===== config.mk =====
export PLATFORM = sky130hd
export DESIGN_NAME = txtcon_ctrl
export DESIGN_NICKNAME = d
export VERILOG_FILES = /design/src/hw/rtl/txtcon_pkg.sv /design/src/hw/rtl/txtcon_ctrl.sv
export SDC_FILE = /design/constraint.sdc
export NUM_CORES = 1
export LEC_CHECK = 0
export BUFFER_PORTS_ARGS = -buffer_cell sky130_fd_sc_hd__clkbuf_2
export CAP_MARGIN = 20
export CELL_PAD_IN_SITES_DETAIL_PLACEMENT = 1
export CELL_PAD_IN_SITES_GLOBAL_PLACEMENT = 2
export CORE_MARGIN = 3
export CORE_UTILIZATION = 21
export CTS_CLUSTER_SIZE = 25
export DETAILED_ROUTE_END_ITERATION = 6
export PLACE_DENSITY = 0.74
export SYNTH_ARGS = -nofsm -noshare
export SYNTH_HDL_FRONTEND = slang
export SYNTH_SLANG_ARGS = --single-unit

===== constraint.sdc =====
create_clock -name clk -period 4.1 [get_ports clk]
set_clock_uncertainty 0.1 [all_clocks]
set_input_delay 0.205 -clock clk [delete_from_list [all_inputs] [get_ports clk]]
set_output_delay 0.205 -clock clk [all_outputs]
set_load 0.03 [all_outputs]

===== src/hw/rtl/txtcon_pkg.sv =====
// Text console package: constants, mode codes, controller states and the
// command/status structs shared by the controller and datapath. No dependencies.
package txtcon_pkg;

  localparam int ROWS_DEF = 25;
  localparam int COLS_DEF = 80;

  localparam logic [7:0] BLANK_CHAR = 8'h20;
  localparam logic [7:0] LF_CHAR    = 8'h0A;
  localparam logic [7:0] CR_CHAR    = 8'h0D;
  localparam logic [7:0] ATTR_RESET = 8'h07;
  localparam logic [7:0] ATTR_INIT  = 8'h00;

  localparam int MEM_WIDTH = 16;  // {char, attr}

  typedef enum logic [1:0] {
    MODE_PUT   = 2'd0,
    MODE_BKSP  = 2'd1,
    MODE_CLEAR = 2'd2,
    MODE_READ  = 2'd3
  } mode_t;

  typedef enum logic [2:0] {
    ST_INIT,
    ST_IDLE,
    ST_CLEAR,
    ST_SCROLL,
    ST_DONE
  } state_t;

  typedef struct packed {
    logic accept;
    logic init_wr;
    logic clr_wr;
    logic scr_wr;
    logic load_out;
  } ctrl_cmd_t;

  typedef struct packed {
    logic will_scroll;
    logic cnt_last;
  } ctrl_sts_t;

endpackage


===== src/hw/rtl/txtcon_ctrl.sv =====
// Console controller FSM: init sweep, accept, clear/scroll sweeps, result load.
// Depends on txtcon_pkg.
module txtcon_ctrl (
  input  logic                  clk,
  input  logic                  rst_n,
  input  logic                  in_valid,
  input  logic [1:0]            in_mode,
  output logic                  in_ready,
  output logic                  out_valid,
  input  logic                  out_ready,
  input  txtcon_pkg::ctrl_sts_t sts,
  output txtcon_pkg::ctrl_cmd_t cmd
);

  txtcon_pkg::state_t state_r, state_nxt;
  logic               out_valid_r, out_valid_nxt;
  logic               out_free;
  logic               accept;

  assign out_free = !out_valid_r || out_ready;
  assign accept   = (state_r == txtcon_pkg::ST_IDLE) && in_valid;

  always_comb begin
    state_nxt = state_r;
    unique case (state_r)
      txtcon_pkg::ST_INIT: begin
        if (sts.cnt_last) state_nxt = txtcon_pkg::ST_IDLE;
      end
      txtcon_pkg::ST_IDLE: begin
        if (accept) begin
          if (in_mode == txtcon_pkg::MODE_CLEAR) state_nxt = txtcon_pkg::ST_CLEAR;
          else if (sts.will_scroll)              state_nxt = txtcon_pkg::ST_SCROLL;
          else                                   state_nxt = txtcon_pkg::ST_DONE;
        end
      end
      txtcon_pkg::ST_CLEAR, txtcon_pkg::ST_SCROLL: begin
        if (sts.cnt_last) state_nxt = txtcon_pkg::ST_DONE;
      end
      txtcon_pkg::ST_DONE: begin
        if (out_free) state_nxt = txtcon_pkg::ST_IDLE;
      end
      default: state_nxt = txtcon_pkg::ST_INIT;
    endcase
  end

  always_comb begin
    cmd          = '0;
    cmd.accept   = accept;
    cmd.init_wr  = (state_r == txtcon_pkg::ST_INIT);
    cmd.clr_wr   = (state_r == txtcon_pkg::ST_CLEAR);
    cmd.scr_wr   = (state_r == txtcon_pkg::ST_SCROLL);
    cmd.load_out = (state_r == txtcon_pkg::ST_DONE) && out_free;
    in_ready     = (state_r == txtcon_pkg::ST_IDLE);
  end

  always_comb begin
    out_valid_nxt = out_valid_r;
    if (cmd.load_out)  out_valid_nxt = 1'b1;
    else if (out_ready) out_valid_nxt = 1'b0;
  end

  always_ff @(posedge clk) begin
    if (!rst_n) begin
      state_r     <= txtcon_pkg::ST_INIT;
      out_valid_r <= 1'b0;
    end else begin
      state_r     <= state_nxt;
      out_valid_r <= out_valid_nxt;
    end
  end

  assign out_valid = out_valid_r;

endmodule


# Word level (Yosys, flattened, before mapping)
# Cells that the tools add are included.
[totals] ramBits=0 wordCells=28 mem_count=0 mem_bits_ro=0 inputBits=8 ff_bits=4 latchBits=0 out_inout_bits=7
[op_classes] add_sub_neg=0 eq_ne=9 shift=0 bitwise_logic=0 magnitude_cmp=0 n_div=0 reduce_logical=8 muxes=9 mul=0
[op_table] cell="2-to-1 mux 3 bit" n=6
[op_table] cell="case mux 3 bit (4 select lines)" n=1
[op_table] cell="== test 3 x 2 -> 1 bit, second input constant" n=2
[op_table] cell="!= test 2 bit, second input constant" n=3
[op_table] cell="AND reduction 4 bit" n=1
[op_table] cell="== test 3 x 1 -> 1 bit, second input constant" n=1
[op_table] cell="== test 3 bit, second input constant" n=1
[op_table] cell="logical NOT 3 bit" n=1
[op_table] cell="== test 2 bit, second input constant" n=1
[op_table] cell="logical AND 1 bit" n=2
[op_table] cell="2-to-1 mux 1 bit" n=2
[op_table] cell="!= test 2 x 1 -> 1 bit, second input constant" n=1
[op_table] cell="nonzero test 2 bit" n=1
[op_table] cell="OR reduction 2 bit" n=1
[op_table] cell="logical NOT 1 bit" n=1
[op_table] cell="logical OR 1 bit" n=1

# Logic depth before layout (Yosys ltp)
# Gate-level depths: netlist of the first run.
[depth] word_depth=4 depth_mapped=5 depth_no_buf=5

# Worst setup path after synthesis of the first run
# No wires, ideal clock.
[synth_timing] kind="register to output" start="register state_r[0]" end="output cmd[4] (netlist bit)" n_path_buf=1 arrival_time_ns=1.283 slack_ns=2.512 stages_incl_launch_ff=5 required_time_ns=3.795 cell_sequence="dfxtp_1 > nor3b_2 > nand2_1 > inv_2 > buf_4"
[synth_via] elab_chain_len=2
[synth_lines] element="start: declaration" line_no="txtcon_ctrl.sv:15" source="txtcon_pkg::state_t state_r, state_nxt;"
[synth_lines] element="start signal: assignment" line_no="txtcon_ctrl.sv:64" source="state_r <= txtcon_pkg::ST_INIT;"
[synth_lines] element="start signal: assignment" line_no="txtcon_ctrl.sv:67" source="state_r <= state_nxt;"
[synth_lines] element="== test 3 x 1 -> 1 bit"
[synth_lines] element="via in_ready" line_no="txtcon_ctrl.sv:8" source="output logic in_ready,"
[synth_lines] element="logical AND 1 bit" line_no="txtcon_ctrl.sv:21" source="assign accept = (state_r == txtcon_pkg::ST_IDLE) && in_valid;"
[synth_lines] element="end: declaration" line_no="txtcon_ctrl.sv:12" source="output txtcon_pkg::ctrl_cmd_t cmd"
# The timed path passes the listed nets, and every way through them passes these cells.

==> results.toml, run 1 <==
[synth]
yosysSeqAreaShare = 0.292
synth_seq_cells = 4
syn_area_um2 = 274
synth_area_per_cell_um2 = 7.83
ys_types = 20
syn-num-nets = 43
synthCells = 35
yosysWarningCount = 0

[timing]
timing.setup.tns_ps = 0
slew_headroom = 0.808
rsz0062_at_grt = "false"
worst_slack_ps = 2450
fin_crit_ps = 1650
post-route-period-util = 0.402
worstMarginPinSlew_ps = 288
setup_viol = 0
final_hold_viol_count = 0
fmax_mhz = 607
slew_viol_final = 0

[die]
die_w_um = 42.1
die-area_um2 = 1770
core_area_um2 = 1170
rows = 12
die_h_um = 42.1
initial_core_util = 0.234
pin_count = 15

[critical_path]
crit_path_start = "state_r[2]"
r2r_start = "state_r[1]"
r2r_cells = 4
cp_data_arrival_time_ps = 1340
worstPathMaxFanout = 7
criticalPathCategory = "flip-flop to output port"
critical-path-max-stage-delay_ps = 420
cp_slowest_cell = "dfxtp_1"
end_kind = "output port"
crit_chain = "nor3b_1, nor2b_1, clkbuf_2"
r2r-end = "state_r[0]"
r2r_setup_slack_ps = 2700
worst-path-buf-inv = 1
crit_end = "cmd[0]"
crit_cells = 3
worstPathRequired_ps = 3800
crit_path_start_kind = "flip-flop"
cpLargestDelayFamily = "simple AND/OR/NAND/NOR gates"

[drt]
num_vias = 274
drc_errors = 0
drtIter0Drc = 2
drt_wl_total_um = 615
dr.pass1.iters = 4
via_per_inst = 4.28
wire_per_inst_um = 9.61
ant_nets = 0

[final_layout]
fin_cells = 64
final_common_cell = "clkbuf_2"
drive_gt1_frac = 0.400
nNetsFinal = 60
diodes = 0
multi_input_area_um2 = 168
finalInstanceArea_um2 = 369
final-seq-area_um2 = 80.1
n_fill_cell = 163
area_growth_pct = 34.7
final_cell_mix = "clkbuf_2 (14), nor2_1 (6), nand2_1 (4), dfxtp_1 (4), clkbuf_4 (3)"

[power]
peakVddDrop_v = 0.000131
powerDensity_nw_per_um2 = 381
total_power_w = 0.000141
power.leakage_nw = 0.187

[grt]
use_met3 = 0.0515
met1_usage = 0.0964
grt_pass1_wl_mm = 1.12
gr-max-usage-layer = "met2"
first_global_vias = 269
met2_usage = 0.117
grt_max_degree = 9
track_usage = 0.0849
grt-ovfl-total = 0
antenna_found_initial = 0

[place]
dp_cells = 61
post-place-ws_ps = 2680
placed_area_um2 = 347
io_buffers = 14
gp_congestion = 0.680
hpwl_um = 523

[cts]
numCtsBuffers = 3
clk_path_buf_depth = 2
h-tree-depth = 1
ctsHoldBuffers = 0
cts_root_buf = "clkbuf_4"
post_cts_resized = 0
cts_tree = "built"
clock-sinks = 4
post_cts_buffers = 0
cts.clk_slew.worst_paths_ps = 40
clk_latency_ps = 230

[run]
cap_violations = 0

[hold_path]
hold_class = "primary input to flip-flop"

[run_status]
outcome = "completed"
==> synthesized netlist by cell type <==
cell type | number | area share
a211o_1 | 1 | 0.032
a31oi_1 | 1 | 0.023
buf_4 | 2 | 0.055
dfxtp_1 | 4 | 0.29
inv_1 | 2 | 0.027
inv_2 | 1 | 0.014
mux2_1 | 1 | 0.041
mux2i_1 | 1 | 0.037
nand2_1 | 4 | 0.055
nand2b_1 | 2 | 0.046
nand3b_1 | 1 | 0.027
nor2_1 | 6 | 0.082
nor2b_1 | 2 | 0.046
nor2b_4 | 1 | 0.050
nor3_1 | 1 | 0.018
nor3b_1 | 1 | 0.027
nor3b_2 | 1 | 0.046
o21ai_1 | 1 | 0.018
o22a_1 | 1 | 0.032
or3b_1 | 1 | 0.032
==> cell families (layout without fill, tap and decap cells) <==
group,Yosys count,in the layout,synth area share
multiplexers,2,2,0.0776
buffers and inverters,5,20,0.0959
AO/OA/AOI/OAI,4,4,0.105
AND/OR/NAND/NOR,20,20,0.429
flip-flops,4,4,0.292
==> worst min-delay path by stage <==
stage,cells after the start,slack (ps),endpoint,from
5_1_grt,3,140,state_r[0],rst_n
3_5_place_dp,3,360,state_r[0],rst_n
4_1_cts,3,110,state_r[0],rst_n
6_report,3,120,state_r[0],rst_n
2_1_floorplan,2,260,state_r[0],rst_n
3_3_place_gp,3,360,state_r[0],rst_n
==> layout make-up <==
type | instances | area share
Inverter | 3 | 0.0305
Multi-Input combinational cell | 26 | 0.454
Sequential cell | 4 | 0.217
Timing Repair Buffer | 14 | 0.190
Clock buffer | 3 | 0.0610
Tap cell | 14 | 0.0475
==> through the flow <==
step	hold slack (ps)	util
final	122	0.315
after global routing	143	0.315
after CTS	108	0.315
after detailed placement	364	0.296
after global placement	363	0.296
after floorplan	256	-
==> flip-flops by register name, summed over array words and instances, names as in the netlist <==
register   cells
out_valid      1
state_r        3
==> per-layer routing <==
metal,up-vias,part of all wire
met2,8,0.45
li1,145,-
met3,0,0.086
met4,0,0
met1,121,0.46
met5,-,0
==> power by group <==
part            total, W  internal [W]  switching (W)  leakage [nW]
Combinational  0.0000449     0.0000178      0.0000271         0.141
Sequential     0.0000479     0.0000424     0.00000554        0.0326
Clock          0.0000479     0.0000327      0.0000152        0.0138
Total           0.000141     0.0000929      0.0000479         0.187
==> worst reg2reg max path: stages, from the launching register on <==
cell,delay [ps]
dfxtp_1,430
nand2b_1,150
mux2_1,320
o21ai_1,160
mux2i_1,180
Note: power is estimated with default switching activity, not from simulation.
==> inputs of run 2 (changes only) <==
--- a/config.mk
+++ b/config.mk
@@ -5,15 +5,17 @@
 export SDC_FILE = /design/constraint.sdc
 export NUM_CORES = 1
 export LEC_CHECK = 0
+export ABC_AREA = 1
 export BUFFER_PORTS_ARGS = -buffer_cell sky130_fd_sc_hd__clkbuf_2
 export CAP_MARGIN = 20
 export CELL_PAD_IN_SITES_DETAIL_PLACEMENT = 1
 export CELL_PAD_IN_SITES_GLOBAL_PLACEMENT = 2
+export CORE_ASPECT_RATIO = 1.1
 export CORE_MARGIN = 3
-export CORE_UTILIZATION = 21
+export CORE_UTILIZATION = 19
 export CTS_CLUSTER_SIZE = 25
 export DETAILED_ROUTE_END_ITERATION = 6
-export PLACE_DENSITY = 0.74
+export PLACE_DENSITY = 0.72
 export SYNTH_ARGS = -nofsm -noshare
 export SYNTH_HDL_FRONTEND = slang
 export SYNTH_SLANG_ARGS = --single-unit
==> constraint.sdc (replaced) <==
create_clock -name clk -period 1.65 [get_ports clk]
set_clock_uncertainty 0.1 [all_clocks]
set_input_delay 0.0825 -clock clk [delete_from_list [all_inputs] [get_ports clk]]
set_output_delay 0.0825 -clock clk [all_outputs]
set_load 0.03 [all_outputs]
==> run 2 against run 1 <==
  * Clock power rose to 2.5 times the previous value
  * Sequential cell count did not move
  * Sequential share of layout area fell by 2.2 points
  * Final area rose by 11%
  * Wire length rose by 42%
  * First-iteration DRC count rose to 3.5 times the previous value
  * Critical path type unchanged
  * Critical endpoint unchanged
  * Hold slack got worse by 110 ps
  * Critical path depth rose by 1
  * Non-clock buffer count did not move
==> results.toml, run 2 <==
[final_layout]
nNetsFinal = 80
n_fill_cell = 208
diodes = 0
final_cell_mix = "nand2_1 (14), clkbuf_2 (14), nor2_1 (12), inv_1 (7)"
area_growth_pct = 31.2
largest_reg_flops = 3
top_register = "state_r"
multi_input_area_um2 = 180
final-seq-area_um2 = 80.1
fin_util = 0.282
drive_gt1_frac = 0.371

[drt]
drc_errors = 0
wire_per_inst_um = 10.2
drtIter0Drc = 7
num_vias = 357
dr.pass1.iters = 4
drt_wl_total_um = 873
ant_nets = 0
via_per_inst = 4.15

[hold_path]
hold_class = "primary input to flip-flop"

[synth]
syn-num-nets = 63
synth_area_per_cell_um2 = 5.69
ys_top_cells_by_area = "dfxtp_1 (26%), nand2_1 (17%), nor2_1 (14%)"
synth.top_cell.area_share = 0.256
synth.most_common_cell = "nand2_1"
yosysWarningCount = 0
synthCells = 55
synth_commonest_cells = "nand2_1 (14), nor2_1 (12), inv_1 (7)"
yosysSeqAreaShare = 0.256
synthArstFlopShare = 0
syn_area_um2 = 313
synth_seq_cells = 4
synth_ff_type = "dfxtp_1"
synth.largest_area_cell = "dfxtp_1"
ys_types = 13
synth_edf_count = 0

[critical_path]
crit_chain = "nor2_1, inv_1, nor3_2, clkbuf_2"
cp_data_arrival_time_ps = 1260
cp_slowest_cell = "dfxtp_1"
cpLargestDelayFamily = "flip-flops"
r2r-end = "state_r[0]"
worstPathRequired_ps = 1470
crit_cells = 4
worstPathMaxFanout = 7
crit_end = "cmd[0]"
r2r_start = "state_r[0]"
end_kind = "output port"
criticalPathCategory = "flip-flop to output port"
r2r_setup_slack_ps = 480
crit_path_start_kind = "flip-flop"
crit_path_start = "state_r[0]"
critical-path-max-stage-delay_ps = 360
worst-path-buf-inv = 2
r2r_cells = 7

[cts]
post_cts_buffers = 0
ctsHoldBuffers = 0
h-tree-depth = 1
clk_latency_ps = 230
numCtsBuffers = 3
clock-sinks = 4
post_cts_resized = 0
cts_root_buf = "clkbuf_4"
cts_tree = "built"
cts.clk_slew.worst_paths_ps = 40
clk_path_buf_depth = 2

[place]
io_buffers = 14
gp_congestion = 0.689
hpwl_um = 687
post-place-ws_ps = 440

[grt]
antenna_found_initial = 0
grt-ovfl-total = 0
track_usage = 0.0961
grt_pass1_wl_mm = 1.53
grt_max_degree = 8
first_global_vias = 346

[timing]
rsz0062_at_grt = "false"
slew_viol_final = 0
worstMarginPinSlew_ps = 223
final_hold_viol_count = 0
fin_crit_ps = 1450
slew_headroom = 0.851
post-route-period-util = 0.876
worst_slack_ps = 204
fmax_mhz = 692
setup_viol = 0
timing.setup.tns_ps = 0

[die]
die-area_um2 = 2170
die_h_um = 48.6
pin_count = 15
die_w_um = 44.7
initial_core_util = 0.215
rows = 14
core_area_um2 = 1450

[power]
peakVddDrop_v = 0.000817
powerDensity_nw_per_um2 = 2210
power.leakage_nw = 0.243

[run_status]
outcome = "completed"

[run]
cap_violations = 0
## run 2: cell types whose count changed after synthesis, sizes merged, moves of 2 or more
cell    before  now
a21oi        0    2
inv          3   10
nand2        4   14
nand2b       2    0
nand3        0    4
nor2         6   16
nor2b        3    0
nor3b        2    0
## run 2: layer usage
| layer | vias up | GRT usage | share of wire |
|---|---|---|---|
| met5 | - | 0 | 0 |
| met3 | 0 | 0.0444 | 0.052 |
| met1 | 157 | 0.108 | 0.45 |
| met4 | 0 | 0.0302 | 0 |
| li1 | 192 | - | - |
| met2 | 8 | 0.156 | 0.50 |
## run 2: logic make-up after synthesis
kind of cell | Yosys count | share of synthesized area
flops | 4 | 0.256
buf+inv | 12 | 0.168
compound gates | 4 | 0.0720
simple gates | 35 | 0.504
## run 2: worst min-delay path by stage
| stage | startpoint | end | slack [ps] | cells after the start |
|---|---|---|---|---|
| floorplan | rst_n | out_valid | 100 | 1 |
| global placement | rst_n | state_r[1] | 250 | 3 |
| detailed placement | rst_n | state_r[1] | 260 | 3 |
| CTS | rst_n | out_valid | 10 | 2 |
| global route | rst_n | state_r[1] | 30 | 3 |
| finish | rst_n | out_valid | 10 | 2 |
## run 2: final cells by class
| type | count | share of cell area |
|---|---|---|
| tap | 16 | 0.0488 |
| timing repair buffer | 14 | 0.171 |
| sequential | 4 | 0.195 |
| multi-input combinational | 39 | 0.439 |
| clock buffer | 3 | 0.0549 |
| inverter | 10 | 0.0915 |
## run 2: report_power, final
part	internal (W)	switching (W)	leakage, nW	total [W]
Combinational	0.000181	0.000406	0.196	0.000587
Sequential	0.000140	0.0000617	0.0330	0.000202
Clock	0.0000812	0.0000383	0.0138	0.000120
## run 2: metrics by stage
step	hold slack [ps]	instances	instance area [um^2]	power (W)
2_1_floorplan	100	55	313	0.000669
3_3_place_gp	254	83	388	0.000802
4_1_cts	9.72	86	410	0.000928
3_5_place_dp	258	83	388	0.000799
6_report	11.4	86	410	0.000908
5_1_grt	25.8	86	410	0.00102
